`config.mk`:
```
export PLATFORM = sky130hd
export DESIGN_NAME = rppt_ctrl
export DESIGN_NICKNAME = d
export VERILOG_FILES = /design/src/rppt_pkg.sv /design/src/rppt_ctrl.sv
export SDC_FILE = /design/constraint.sdc
export NUM_CORES = 1
export LEC_CHECK = 0
export ABC_AREA = 1
export BUFFER_PORTS_ARGS = -buffer_cell sky130_fd_sc_hd__buf_4
export CORE_MARGIN = 3
export CORE_UTILIZATION = 35
export CTS_CLUSTER_SIZE = 14
export DETAILED_ROUTE_END_ITERATION = 6
export PLACE_DENSITY = 0.5
export SYNTH_ARGS = -nofsm -noshare
export SYNTH_HDL_FRONTEND = slang
export SYNTH_SLANG_ARGS = --single-unit
```
`constraint.sdc`:
```
create_clock -name clk -period 5.21 [get_ports clk]
set_clock_uncertainty 0.2 [all_clocks]
set_input_delay 0.2605 -clock clk [delete_from_list [all_inputs] [get_ports clk]]
set_output_delay 0.2605 -clock clk [all_outputs]
set_load 0.005 [all_outputs]
```
`src/rppt_pkg.sv`:
```
`timescale 1ns / 1ps

package rppt_pkg;

    localparam int MAX_POINTS_DEF  = 1024;
    localparam int COORD_BITS_DEF  = 24;

    localparam int IDX_OUT_W       = 10;
    localparam int MM_W            = 24;
    localparam int L8_W            = 33;
    localparam int SQ_EXT_W        = 68;
    localparam int OUT_DATA_W      = 96;

    localparam logic [MM_W-1:0] MM_MAX  = '1;
    localparam logic [L8_W-1:0] L8_SAT  = 33'h1_0000_0000;
    localparam logic [MM_W-1:0] THR_MIN = 24'd20;

    localparam logic [2:0] CMD_LOAD       = 3'd0;
    localparam logic [2:0] CMD_INVALIDATE = 3'd1;
    localparam logic [2:0] CMD_ADVANCE    = 3'd2;
    localparam logic [2:0] CMD_PROGRESS   = 3'd3;
    localparam logic [2:0] CMD_NEAREST    = 3'd4;

    localparam logic [1:0] ST_OK      = 2'd0;
    localparam logic [1:0] ST_NO_PATH = 2'd1;
    localparam logic [1:0] ST_DROPPED = 2'd2;

    // what a read issued into the distance pipeline is for
    typedef enum logic [1:0] {
        K_BEST,
        K_SEG,
        K_PRIME,
        K_DIRECT
    } kind_t;

    typedef struct packed {
        logic  capture;
        logic  wr_en;
        logic  issue;
        kind_t kind;
        logic  scan_clear;
        logic  acc_clear;
        logic  acc_add;
        logic  sqrt_start;
        logic  sqrt_best;
    } dp_cmd_t;

    typedef struct packed {
        logic pipe_busy;
        logic sqrt_busy;
        logic rem_sat;
        logic rem_le_thr;
        logic direct_le_thr;
    } dp_stat_t;

    // 8-fraction-bit length to rounded mm, saturating
    function automatic logic [MM_W-1:0] l8_to_mm(input logic [L8_W-1:0] l8);
        logic [L8_W:0] r;
        begin
            r = ({1'b0, l8} + (L8_W + 1)'(128)) >> 8;
            if (l8[L8_W-1])
            begin
                l8_to_mm = MM_MAX;
            end
            else if (r > (L8_W + 1)'(MM_MAX))
            begin
                l8_to_mm = MM_MAX;
            end
            else
            begin
                l8_to_mm = r[MM_W-1:0];
            end
        end
    endfunction

endpackage

```
`src/rppt_ctrl.sv`:
```
`timescale 1ns / 1ps

module rppt_ctrl #(
    parameter int MAX_POINTS = 1024
) (
    input  logic                             clk,
    input  logic                             rst_n,
    input  logic                             s_tvalid,
    output logic                             s_tready,
    input  logic [2:0]                       command,
    input  logic                             last_point,
    input  logic [rppt_pkg::IDX_OUT_W-1:0]   target_index,
    input  logic                             hold_before_end,
    output rppt_pkg::dp_cmd_t                dp_cmd,
    output logic [$clog2(MAX_POINTS)-1:0]    addr,
    input  rppt_pkg::dp_stat_t               stat,
    input  logic [$clog2(MAX_POINTS)-1:0]    best_idx,
    input  logic [rppt_pkg::MM_W-1:0]        root_mm,
    input  logic [rppt_pkg::MM_W-1:0]        rem_mm,
    output logic                             m_tvalid,
    input  logic                             m_tready,
    output logic [1:0]                       status,
    output logic                             path_ok,
    output logic [rppt_pkg::IDX_OUT_W-1:0]   result_index,
    output logic [rppt_pkg::MM_W-1:0]        distance_mm,
    output logic [rppt_pkg::MM_W-1:0]        direct_goal_mm,
    output logic                             reached,
    output logic [31:0]                      version
);
    import rppt_pkg::*;

    localparam int IDX_W = $clog2(MAX_POINTS);
    localparam int CNT_W = $clog2(MAX_POINTS + 1);
    localparam int CW    = (CNT_W > IDX_OUT_W) ? CNT_W : IDX_OUT_W;

    typedef enum logic [4:0] {
        S_IDLE,
        S_EXEC,
        S_SCAN,
        S_SCAN_WAIT,
        S_NSQRT,
        S_NSQRT_WAIT,
        S_PRIME,
        S_PRIME_WAIT,
        S_SEG_ISSUE,
        S_SEG_WAIT,
        S_SEG_SQRT,
        S_SEG_SQRT_WAIT,
        S_DIR_ISSUE,
        S_DIR_WAIT,
        S_DIR_SQRT,
        S_DIR_SQRT_WAIT,
        S_OUT
    } state_t;

    state_t state_reg;

    logic [2:0]           cmd_reg;
    logic                 last_reg;
    logic [IDX_OUT_W-1:0] target_reg;
    logic                 hold_reg;

    logic [CNT_W-1:0] count_reg;
    logic [IDX_W-1:0] cursor_reg;
    logic             held_reg;
    logic             loading_reg;
    logic [31:0]      version_reg;

    logic [IDX_W-1:0] scan_idx_reg;
    logic [IDX_W-1:0] cur_reg;
    logic [CNT_W-1:0] seg_idx_reg;

    logic [1:0]       res_status_reg;
    logic [IDX_W-1:0] res_idx_reg;
    logic [MM_W-1:0]  res_dist_reg;
    logic [MM_W-1:0]  res_direct_reg;
    logic             res_reached_reg;

    logic                 m_tvalid_reg;
    logic [1:0]           status_reg;
    logic                 path_ok_reg;
    logic [IDX_OUT_W-1:0] result_index_reg;
    logic [MM_W-1:0]      distance_reg;
    logic [MM_W-1:0]      direct_reg;
    logic                 reached_reg;
    logic [31:0]          version_out_reg;

    logic [CNT_W-1:0] count_eff;
    logic             ld_fit;
    logic [CNT_W-1:0] ld_count;
    logic             ld_held;
    logic [CW-1:0]    adv_top;
    logic [CW-1:0]    adv_want;
    logic [CW-1:0]    adv_cursor;
    logic [IDX_W-1:0] last_idx;
    logic [IDX_W-1:0] cur_eff;
    logic             seg_go;
    logic             no_segments;
    logic             out_load;

    assign count_eff = loading_reg ? count_reg : '0;
    assign ld_fit    = count_eff < CNT_W'(MAX_POINTS);
    assign ld_count  = ld_fit ? count_eff + CNT_W'(1) : count_eff;
    assign ld_held   = ld_count >= CNT_W'(2);

    always_comb
    begin
        adv_top = CW'(count_reg) - CW'(1);
        if (hold_reg && adv_top != '0)
        begin
            adv_top = adv_top - CW'(1);
        end
        adv_want   = (CW'(target_reg) > CW'(cursor_reg)) ? CW'(target_reg) : CW'(cursor_reg);
        adv_cursor = (adv_want < adv_top) ? adv_want : adv_top;
    end

    assign last_idx    = IDX_W'(count_reg - CNT_W'(1));
    assign cur_eff     = (cursor_reg < last_idx) ? cursor_reg : last_idx;
    assign seg_go      = seg_idx_reg <= CNT_W'(best_idx) && !stat.rem_sat;
    assign no_segments = cur_reg >= best_idx;
    assign s_tready    = state_reg == S_IDLE;
    assign out_load    = state_reg == S_OUT && (!m_tvalid_reg || m_tready);

    always_comb
    begin
        dp_cmd         = '0;
        dp_cmd.kind    = K_BEST;
        dp_cmd.capture = s_tvalid && state_reg == S_IDLE;
        addr           = scan_idx_reg;
        unique case (state_reg)
            S_EXEC:
            begin
                if (cmd_reg == CMD_LOAD && ld_fit)
                begin
                    dp_cmd.wr_en = 1'b1;
                    addr         = IDX_W'(count_eff);
                end
                dp_cmd.scan_clear = 1'b1;
                dp_cmd.acc_clear  = 1'b1;
            end
            S_SCAN:
            begin
                dp_cmd.issue = 1'b1;
            end
            S_NSQRT:
            begin
                dp_cmd.sqrt_start = 1'b1;
                dp_cmd.sqrt_best  = 1'b1;
            end
            S_PRIME:
            begin
                dp_cmd.issue = !no_segments;
                dp_cmd.kind  = K_PRIME;
                addr         = cur_reg;
            end
            S_SEG_ISSUE:
            begin
                dp_cmd.issue = seg_go;
                dp_cmd.kind  = K_SEG;
                addr         = IDX_W'(seg_idx_reg);
            end
            S_SEG_SQRT, S_DIR_SQRT:
            begin
                dp_cmd.sqrt_start = 1'b1;
            end
            S_SEG_SQRT_WAIT:
            begin
                dp_cmd.acc_add = !stat.sqrt_busy;
            end
            S_DIR_ISSUE:
            begin
                dp_cmd.issue = 1'b1;
                dp_cmd.kind  = K_DIRECT;
            end
            default:
            begin
                dp_cmd.issue = 1'b0;
            end
        endcase
    end

    always_ff @(posedge clk or negedge rst_n)
    begin
        if (!rst_n)
        begin
            state_reg        <= S_IDLE;
            cmd_reg          <= '0;
            last_reg         <= 1'b0;
            target_reg       <= '0;
            hold_reg         <= 1'b0;
            count_reg        <= '0;
            cursor_reg       <= '0;
            held_reg         <= 1'b0;
            loading_reg      <= 1'b0;
            version_reg      <= '0;
            scan_idx_reg     <= '0;
            cur_reg          <= '0;
            seg_idx_reg      <= '0;
            res_status_reg   <= ST_OK;
            res_idx_reg      <= '0;
            res_dist_reg     <= '0;
            res_direct_reg   <= '0;
            res_reached_reg  <= 1'b0;
            m_tvalid_reg     <= 1'b0;
            status_reg       <= ST_OK;
            path_ok_reg      <= 1'b0;
            result_index_reg <= '0;
            distance_reg     <= '0;
            direct_reg       <= '0;
            reached_reg      <= 1'b0;
            version_out_reg  <= '0;
        end
        else
        begin
            if (out_load)
            begin
                m_tvalid_reg <= 1'b1;
            end
            else if (m_tready)
            begin
                m_tvalid_reg <= 1'b0;
            end
            unique case (state_reg)
                S_IDLE:
                begin
                    if (s_tvalid)
                    begin
                        cmd_reg    <= command;
                        last_reg   <= last_point;
                        target_reg <= target_index;
                        hold_reg   <= hold_before_end;
                        state_reg  <= S_EXEC;
                    end
                end
                S_EXEC:
                begin
                    res_status_reg  <= ST_OK;
                    res_idx_reg     <= cursor_reg;
                    res_dist_reg    <= '0;
                    res_direct_reg  <= '0;
                    res_reached_reg <= 1'b0;
                    state_reg       <= S_OUT;
                    unique case (cmd_reg)
                        CMD_LOAD:
                        begin
                            count_reg      <= ld_count;
                            loading_reg    <= !last_reg;
                            res_status_reg <= ld_fit ? ST_OK : ST_DROPPED;
                            if (last_reg)
                            begin
                                cursor_reg  <= '0;
                                res_idx_reg <= '0;
                                held_reg    <= ld_held;
                                if (ld_held)
                                begin
                                    version_reg <= version_reg + 32'd1;
                                end
                                else if (ld_fit)
                                begin
                                    res_status_reg <= ST_NO_PATH;
                                end
                            end
                            else if (!loading_reg)
                            begin
                                cursor_reg  <= '0;
                                res_idx_reg <= '0;
                                held_reg    <= 1'b0;
                            end
                        end
                        CMD_INVALIDATE:
                        begin
                            held_reg    <= 1'b0;
                            loading_reg <= 1'b0;
                            count_reg   <= '0;
                            cursor_reg  <= '0;
                            res_idx_reg <= '0;
                        end
                        CMD_ADVANCE:
                        begin
                            if (!held_reg)
                            begin
                                cursor_reg     <= '0;
                                res_idx_reg    <= '0;
                                res_status_reg <= ST_NO_PATH;
                            end
                            else
                            begin
                                cursor_reg  <= IDX_W'(adv_cursor);
                                res_idx_reg <= IDX_W'(adv_cursor);
                            end
                        end
                        CMD_PROGRESS, CMD_NEAREST:
                        begin
                            if (!held_reg)
                            begin
                                res_status_reg <= ST_NO_PATH;
                                res_dist_reg   <= MM_MAX;
                                if (cmd_reg == CMD_PROGRESS)
                                begin
                                    res_direct_reg <= MM_MAX;
                                end
                            end
                            else
                            begin
                                cur_reg      <= cur_eff;
                                scan_idx_reg <= (cmd_reg == CMD_NEAREST) ? cur_eff : '0;
                                state_reg    <= S_SCAN;
                            end
                        end
                        default:
                        begin
                            res_status_reg <= ST_OK;
                        end
                    endcase
                end
                S_SCAN:
                begin
                    if (scan_idx_reg == last_idx)
                    begin
                        state_reg <= S_SCAN_WAIT;
                    end
                    else
                    begin
                        scan_idx_reg <= scan_idx_reg + IDX_W'(1);
                    end
                end
                S_SCAN_WAIT:
                begin
                    if (!stat.pipe_busy)
                    begin
                        state_reg <= (cmd_reg == CMD_NEAREST) ? S_NSQRT : S_PRIME;
                    end
                end
                S_NSQRT:
                begin
                    state_reg <= S_NSQRT_WAIT;
                end
                S_NSQRT_WAIT:
                begin
                    if (!stat.sqrt_busy)
                    begin
                        res_idx_reg  <= best_idx;
                        res_dist_reg <= root_mm;
                        state_reg    <= S_OUT;
                    end
                end
                S_PRIME:
                begin
                    seg_idx_reg <= CNT_W'(cur_reg) + CNT_W'(1);
                    state_reg   <= no_segments ? S_DIR_ISSUE : S_PRIME_WAIT;
                end
                S_PRIME_WAIT:
                begin
                    if (!stat.pipe_busy)
                    begin
                        state_reg <= S_SEG_ISSUE;
                    end
                end
                S_SEG_ISSUE:
                begin
                    state_reg <= seg_go ? S_SEG_WAIT : S_DIR_ISSUE;
                end
                S_SEG_WAIT:
                begin
                    if (!stat.pipe_busy)
                    begin
                        state_reg <= S_SEG_SQRT;
                    end
                end
                S_SEG_SQRT:
                begin
                    state_reg <= S_SEG_SQRT_WAIT;
                end
                S_SEG_SQRT_WAIT:
                begin
                    if (!stat.sqrt_busy)
                    begin
                        seg_idx_reg <= seg_idx_reg + CNT_W'(1);
                        state_reg   <= S_SEG_ISSUE;
                    end
                end
                S_DIR_ISSUE:
                begin
                    state_reg <= S_DIR_WAIT;
                end
                S_DIR_WAIT:
                begin
                    if (!stat.pipe_busy)
                    begin
                        state_reg <= S_DIR_SQRT;
                    end
                end
                S_DIR_SQRT:
                begin
                    state_reg <= S_DIR_SQRT_WAIT;
                end
                S_DIR_SQRT_WAIT:
                begin
                    if (!stat.sqrt_busy)
                    begin
                        res_idx_reg     <= best_idx;
                        res_dist_reg    <= rem_mm;
                        res_direct_reg  <= root_mm;
                        res_reached_reg <= no_segments || stat.rem_le_thr
                                           || stat.direct_le_thr;
                        state_reg       <= S_OUT;
                    end
                end
                S_OUT:
                begin
                    if (out_load)
                    begin
                        status_reg       <= res_status_reg;
                        path_ok_reg      <= held_reg;
                        result_index_reg <= IDX_OUT_W'(res_idx_reg);
                        distance_reg     <= res_dist_reg;
                        direct_reg       <= res_direct_reg;
                        reached_reg      <= res_reached_reg;
                        version_out_reg  <= version_reg;
                        state_reg        <= S_IDLE;
                    end
                end
            endcase
        end
    end

    assign m_tvalid       = m_tvalid_reg;
    assign status         = status_reg;
    assign path_ok        = path_ok_reg;
    assign result_index   = result_index_reg;
    assign distance_mm    = distance_reg;
    assign direct_goal_mm = direct_reg;
    assign reached        = reached_reg;
    assign version        = version_out_reg;

`ifndef NO_ASSERTIONS
    a_cursor_in_path: assert property (@(posedge clk) disable iff (!rst_n)
        held_reg |-> (CNT_W'(cursor_reg) < count_reg))
        else $error("cursor beyond last point of held path");

    a_held_len: assert property (@(posedge clk) disable iff (!rst_n)
        held_reg |-> (count_reg >= CNT_W'(2)))
        else $error("path held with fewer than two points");

    a_count_max: assert property (@(posedge clk) disable iff (!rst_n)
        count_reg <= CNT_W'(MAX_POINTS))
        else $error("point count above store depth");

    a_unit_share: assert property (@(posedge clk) disable iff (!rst_n)
        !(stat.pipe_busy && stat.sqrt_busy))
        else $error("distance pipeline and square root busy together");
`endif

endmodule

```
==> flow_summary.ini, run 1 <==
[setup_path]
reg2reg_slack_ps = 680
required_ps = 5460
worstSetupStartpointType = register
worstPathMaxFanout = 10
worstPathArrival_ps = 4780
startpoint = count_reg[1]
path_depth = 25
crit_path_end_kind = register
slowest_delay_ps = 460
worst-path-buf-inv = 3
cp_top_family = simple AND/OR/NAND/NOR gates
critPathKind = register to register
r2r_start = count_reg[1]
cpMaxStageDelayCell = xnor2_2
r2r_cells = 25
r2r-end = res_idx_reg[6]
endpoint = res_idx_reg[6]

[yosys]
yosys_warnings = 0
synth_seq_cells = 262
synth_top_area_frac = 0.447
synth_edf_count = 0
synth_area_leaders = dfrtp_1 (45%), nand2_1 (12%), o21ai_0 (9.6%)
synthesis.area_um2 = 14700
avgSynthCellArea_um2 = 7.76
ys_types = 44
synth_fp_nets = 2028
synth_top_area_cell = dfrtp_1
ys_seq_area_frac = 0.447
synthFlopType = dfrtp_1
synthCells = 1893
synthArstFlopShare = 1.00

[detailed_routing]
avgViaCountPerCell = 5.00
wirelength_um = 49700
drt_iter0_markers = 877
drcViolationCount = 0
routedWlPerCell_um = 18.3
drtPass1Iterations = 5
ant_nets = 0
vias = 13575

[floorplan]
die_height_um = 211
start_util = 0.357
die_w_um = 211
core-area_um2 = 41100
io_pins = 198
placement_rows = 74
die-area_um2 = 44400

[sta]
drv_slew = 0
timing.hold.ws_ps = 28.2
max_freq_mhz = 221
slew_headroom = 0.270
worst_slew_pin_slew_ps = 1090
fin_setup_tns_ps = 0
setup_violations = 0
rsz0062_at_grt = false
finalHoldViolCount = 0
fin_crit_ps = 4530
post-route-period-util = 0.869

[hold_path]
hp-class = primary input to register
hold_start = root_mm[2]
hold_path_depth = 5

[grt]
grt_pass1_wl_um = 77800
grt_max_degree = 102
gr-total-overflow = 0
grt_pass1_vias = 13595
track_usage = 0.222
antenna_found_initial = 0

[clock_network]
root_buffer = clkbuf_16
path_clk_slew_ps = 60
h-tree-depth = 1
postCtsSetupBuffers = 0
cts_tree = yes
cts_buffers = 31
cts_hold_buffers = 91
cts_sinks = 262
post_cts_resized = 0
clock_latency_ps = 570
clock_path_buffers = 3

[cells_and_area]
syn2layout_area_growth_pct = 26.7
fillers = 4207
drive_gt1_frac = 0.151
antennaDiodeCount = 0
largest_reg_flops = 64
nets = 2294

[status]
status = finished, final reports clean

[power]
p_leak_nw = 9.04
ir_drop_mv = 0.313
powerDensity_nw_per_um2 = 459

[place]
io_buffers = 197
gp_congestion = 0.914
dp_hpwl_um = 37100

[flow_run]
maxCapViolCount = 0
how the worst min path moves through the flow:
stage | slack, ps | to
floorplan | -240 | cmd_reg[0]
global placement | 170 | version[15]
detailed placement | 180 | version[21]
CTS | 10 | res_direct_reg[2]
global route | 30 | res_direct_reg[2]
finish | 30 | res_dist_reg[2]
synth_stat cells (2+ instances only):
cell type	n
o22ai_1	15
ha_1	53
nand3_2	12
nor2_1	110
buf_6	3
nor3_2	2
nor2_2	3
nand3_1	51
o21ai_0	282
mux2_2	14
a221oi_1	4
or2_2	2
buf_4	3
xor2_1	52
a31oi_1	5
nand4_1	21
a2111oi_0	2
nand2_2	9
nor3_1	45
nor4_1	16
nand2_1	475
xnor2_1	4
o21ai_2	9
nor2_4	4
o211ai_1	28
clkinv_1	4
clkbuf_1	53
inv_2	4
o21ai_1	18
dfrtp_1	262
a21oi_1	45
buf_2	14
o21a_1	2
inv_1	257
report_power, final:
group,internal [mW],total (mW),switching (mW)
registers,2.51,2.81,0.307
clock network,1.30,2.19,0.897
logic,1.27,3.53,2.26
metrics by stage:
step / util / area, um^2 / total power [mW] / cells / worst slack, ps
after floorplan: - / 14700 / 4.87 / 1893 / 1120
after global placement: 0.406 / 16700 / 6.23 / 2567 / 798
after detailed placement: 0.406 / 16700 / 6.22 / 2567 / 698
after CTS: 0.453 / 18600 / 8.63 / 2714 / 686
after global routing: 0.453 / 18600 / 9.22 / 2714 / 171
final: 0.453 / 18600 / 8.54 / 2714 / 682
worst min-delay path, cell delays in order:
cell,delay (ps)
buf_4,80
inv_1,70
o211ai_1,220
nand2_1,60
o21ai_0,70
layer usage:
| layer | up-vias | global-route usage | part of all wire |
|---|---|---|---|
| met2 | 302 | 0.368 | 0.46 |
| li1 | 6697 | - | - |
| met5 | - | 0 | 0 |
| met3 | 81 | 0.0247 | 0.036 |
| met4 | 0 | 0.0741 | 0.035 |
| met1 | 6495 | 0.304 | 0.47 |
cells in the final DEF (no fill, tap or decap), drive strengths merged, types with 14 or more instances in the layout:
cell,synthesis,final
o21ai,309,309
inv,261,262
ha,53,53
clkbuf,53,41
mux2,14,14
o22ai,15,15
dfrtp,262,262
nand4,21,21
nand3,63,63
xor2,52,52
dlygate4sd3,0,91
buf,20,215
a21oi,45,45
clkinv,4,14
nor3,47,47
nor2,117,117
nand2,485,485
nor4,17,17
o211ai,28,28
cell families (layout without fill, tap and decap cells):
group / Yosys count / count (layout) / share of synthesized area
AND/OR/NAND/NOR: 753 / 753 / 0.219
AO/OA/AOI/OAI: 416 / 416 / 0.154
buffers and inverters: 338 / 627 / 0.0899
flip-flops: 262 / 262 / 0.447
XOR/XNOR: 57 / 57 / 0.0345
adder cells (fa/ha/maj): 53 / 53 / 0.0452
multiplexers: 14 / 14 / 0.0107
layout make-up:
class	count	area [um^2]	share of cell area
multi-input combinational	1293	6830	0.367
sequential	262	6560	0.352
timing repair buffer	306	2540	0.137
inverter	265	995	0.0535
clock buffer	41	853	0.0459
tap	532	666	0.0358
clock inverter	15	164	0.00881
Note: power is estimated with default switching activity, not from simulation.
==> run 2: changes to the inputs <==
- RECOVER_POWER: unset -> 25
==> run 2 against run 1 <==
Effect of this change: the flow now finishes with violations (capacitance limit, slew limit); first-iteration DRC count is 3.9% higher; cell count stayed put; critical path depth unchanged; routed wire length about the same; clock power hardly changed; die area did not move; clock-buffer cell count unchanged; via count fell by 0.21%; total power is 0.36% lower; non-clock buffer count stayed put; fmax barely moved; critical endpoint unchanged; largest cell class unchanged.
==> flow_summary.ini, run 2 (same netlist as run 1, synthesis figures left out) <==
[clock_network]
cts_tree = yes
path_clk_slew_ps = 60
clock_latency_ps = 570
postCtsSetupBuffers = 0
post_cts_resized = 0
cts_buffers = 31
cts_sinks = 262
h-tree-depth = 1
cts_hold_buffers = 91
clock_path_buffers = 3
root_buffer = clkbuf_16

[sta]
fin_crit_ps = 4530
finalHoldViolCount = 0
drv_slew = 101
post-route-period-util = 0.870
slew_headroom = -0.757
setup_violations = 0
rsz0062_at_grt = false
worst_slew_pin_slew_ps = 2640
max_freq_mhz = 221
fin_setup_tns_ps = 0

[detailed_routing]
avgViaCountPerCell = 4.99
routedWlPerCell_um = 18.3
drt_iter0_markers = 911
ant_nets = 0
drtPass1Iterations = 5
drcViolationCount = 0
wirelength_um = 49800
vias = 13546

[hold_path]
hold_path_depth = 5
hold_start = root_mm[2]
hp-class = primary input to register
hold_path_end = res_direct_reg[2]

[floorplan]
start_util = 0.357
io_pins = 198
placement_rows = 74
die_height_um = 211
die_w_um = 211
die-area_um2 = 44400
core-area_um2 = 41100

[place]
dp_hpwl_um = 37100
gp_congestion = 0.914
io_buffers = 197
placed_cells = 2567

[grt]
grt_pass1_vias = 13595
grt_pass1_wl_um = 77800
gr-total-overflow = 0
antenna_found_initial = 0
track_usage = 0.222
grt_max_degree = 102

[cells_and_area]
mostFrequentLayoutCell = nand2_1
nets = 2294
stdcell_count = 2714
syn2layout_area_growth_pct = 26.4
fillers = 4216
layout_common_cells = nand2_1 (474), o21ai_0 (281), dfrtp_1 (262)
largest_reg_flops = 64
drive_gt1_frac = 0.146
antennaDiodeCount = 0

[setup_path]
r2r-end = res_idx_reg[6]
critPathKind = register to register
required_ps = 5460
reg2reg_slack_ps = 680
r2r_cells = 25
r2r_start = count_reg[1]
crit_path_end_kind = register
worstSetupStartpointType = register
worstPathMaxFanout = 10
worstPathArrival_ps = 4790

[flow_run]
maxCapViolCount = 1

[status]
violations = capacitance limit, slew limit
status = complete, but fails checks

[power]
ir_drop_mv = 0.312
p_leak_nw = 8.97
power_mw = 8.51
powerDensity_nw_per_um2 = 459
==> run 2: cell types whose count changed in the layout (fill, tap and decap cells not counted) <==
cell      before  now
buf_4        213  162
clkbuf_4       0   40
clkbuf_1       6   17
buf_8          1    0
clkbuf_2       0    1
==> run 2: routing by layer <==
metal  share of wire  routed length [um]  up-vias  GRT usage
li1                -                   -     6700          -
met1            0.47               23200     6465      0.304
met2            0.46               23000      298      0.368
met3           0.036                1810       83     0.0247
met4           0.035                1760        0     0.0741
met5               0                   0        -          0
==> run 2: where the power goes <==
| group | internal, mW | leakage, nW | switching, mW |
|---|---|---|---|
| combinational | 1.25 | 4.91 | 2.26 |
| clock | 1.30 | 0.504 | 0.895 |
| sequential | 2.51 | 3.55 | 0.305 |
| total | 5.05 | 8.97 | 3.46 |
==> run 2: worst max-delay path, stage by stage (launching register included) <==
cell and delay [ps]:
dfrtp_1 430, inv_1 100, ha_1 290, xnor2_2 460, nand3_2 90, nor2_1 140, nand2_2 100, nor2_4 110
nand2_2 80, nand2_4 100, inv_1 90, nand4_1 90, xor2_1 310, ha_1 320, a21oi_1 140, o21ai_0 110
a21oi_1 150, nor2_1 50, o21a_1 160, o21ai_1 180, buf_4 260, nand3_2 90, nand3_1 130, nand3_1 80
nand2_1 90, nand2_1 50
==> run 2: worst max path at each step <==
stage               slack [ps]         start              to
floorplan                 1120  count_reg[0]   cursor_reg[6]
global placement           800  count_reg[1]  res_idx_reg[6]
detailed placement         700  count_reg[1]  res_idx_reg[6]
CTS                        690  count_reg[1]  res_idx_reg[6]
global route               170  count_reg[1]  res_idx_reg[7]
finish                     680  count_reg[1]  res_idx_reg[6]
==> run 2: area by class of cell <==
cell class	instances	area (um^2)	area share
multi-input cells	1293	6830	0.368
flip-flops and latches	262	6560	0.353
repair buffers	306	2490	0.134
inverters	265	995	0.0536
clock buffers	41	853	0.0460
well taps	532	666	0.0359
clock inverters	15	164	0.00883
==> run 2: metrics by stage <==
step | cell area (um^2) | setup slack [ps] | utilization | hold slack (ps)
6_report | 18600 | 678 | 0.451 | 20.7
5_1_grt | 18600 | 171 | 0.451 | 26.2
4_1_cts | 18600 | 686 | 0.453 | 11.7
3_5_place_dp | 16700 | 698 | 0.406 | 178
3_3_place_gp | 16700 | 798 | 0.406 | 174
2_1_floorplan | 14700 | 1120 | - | -235
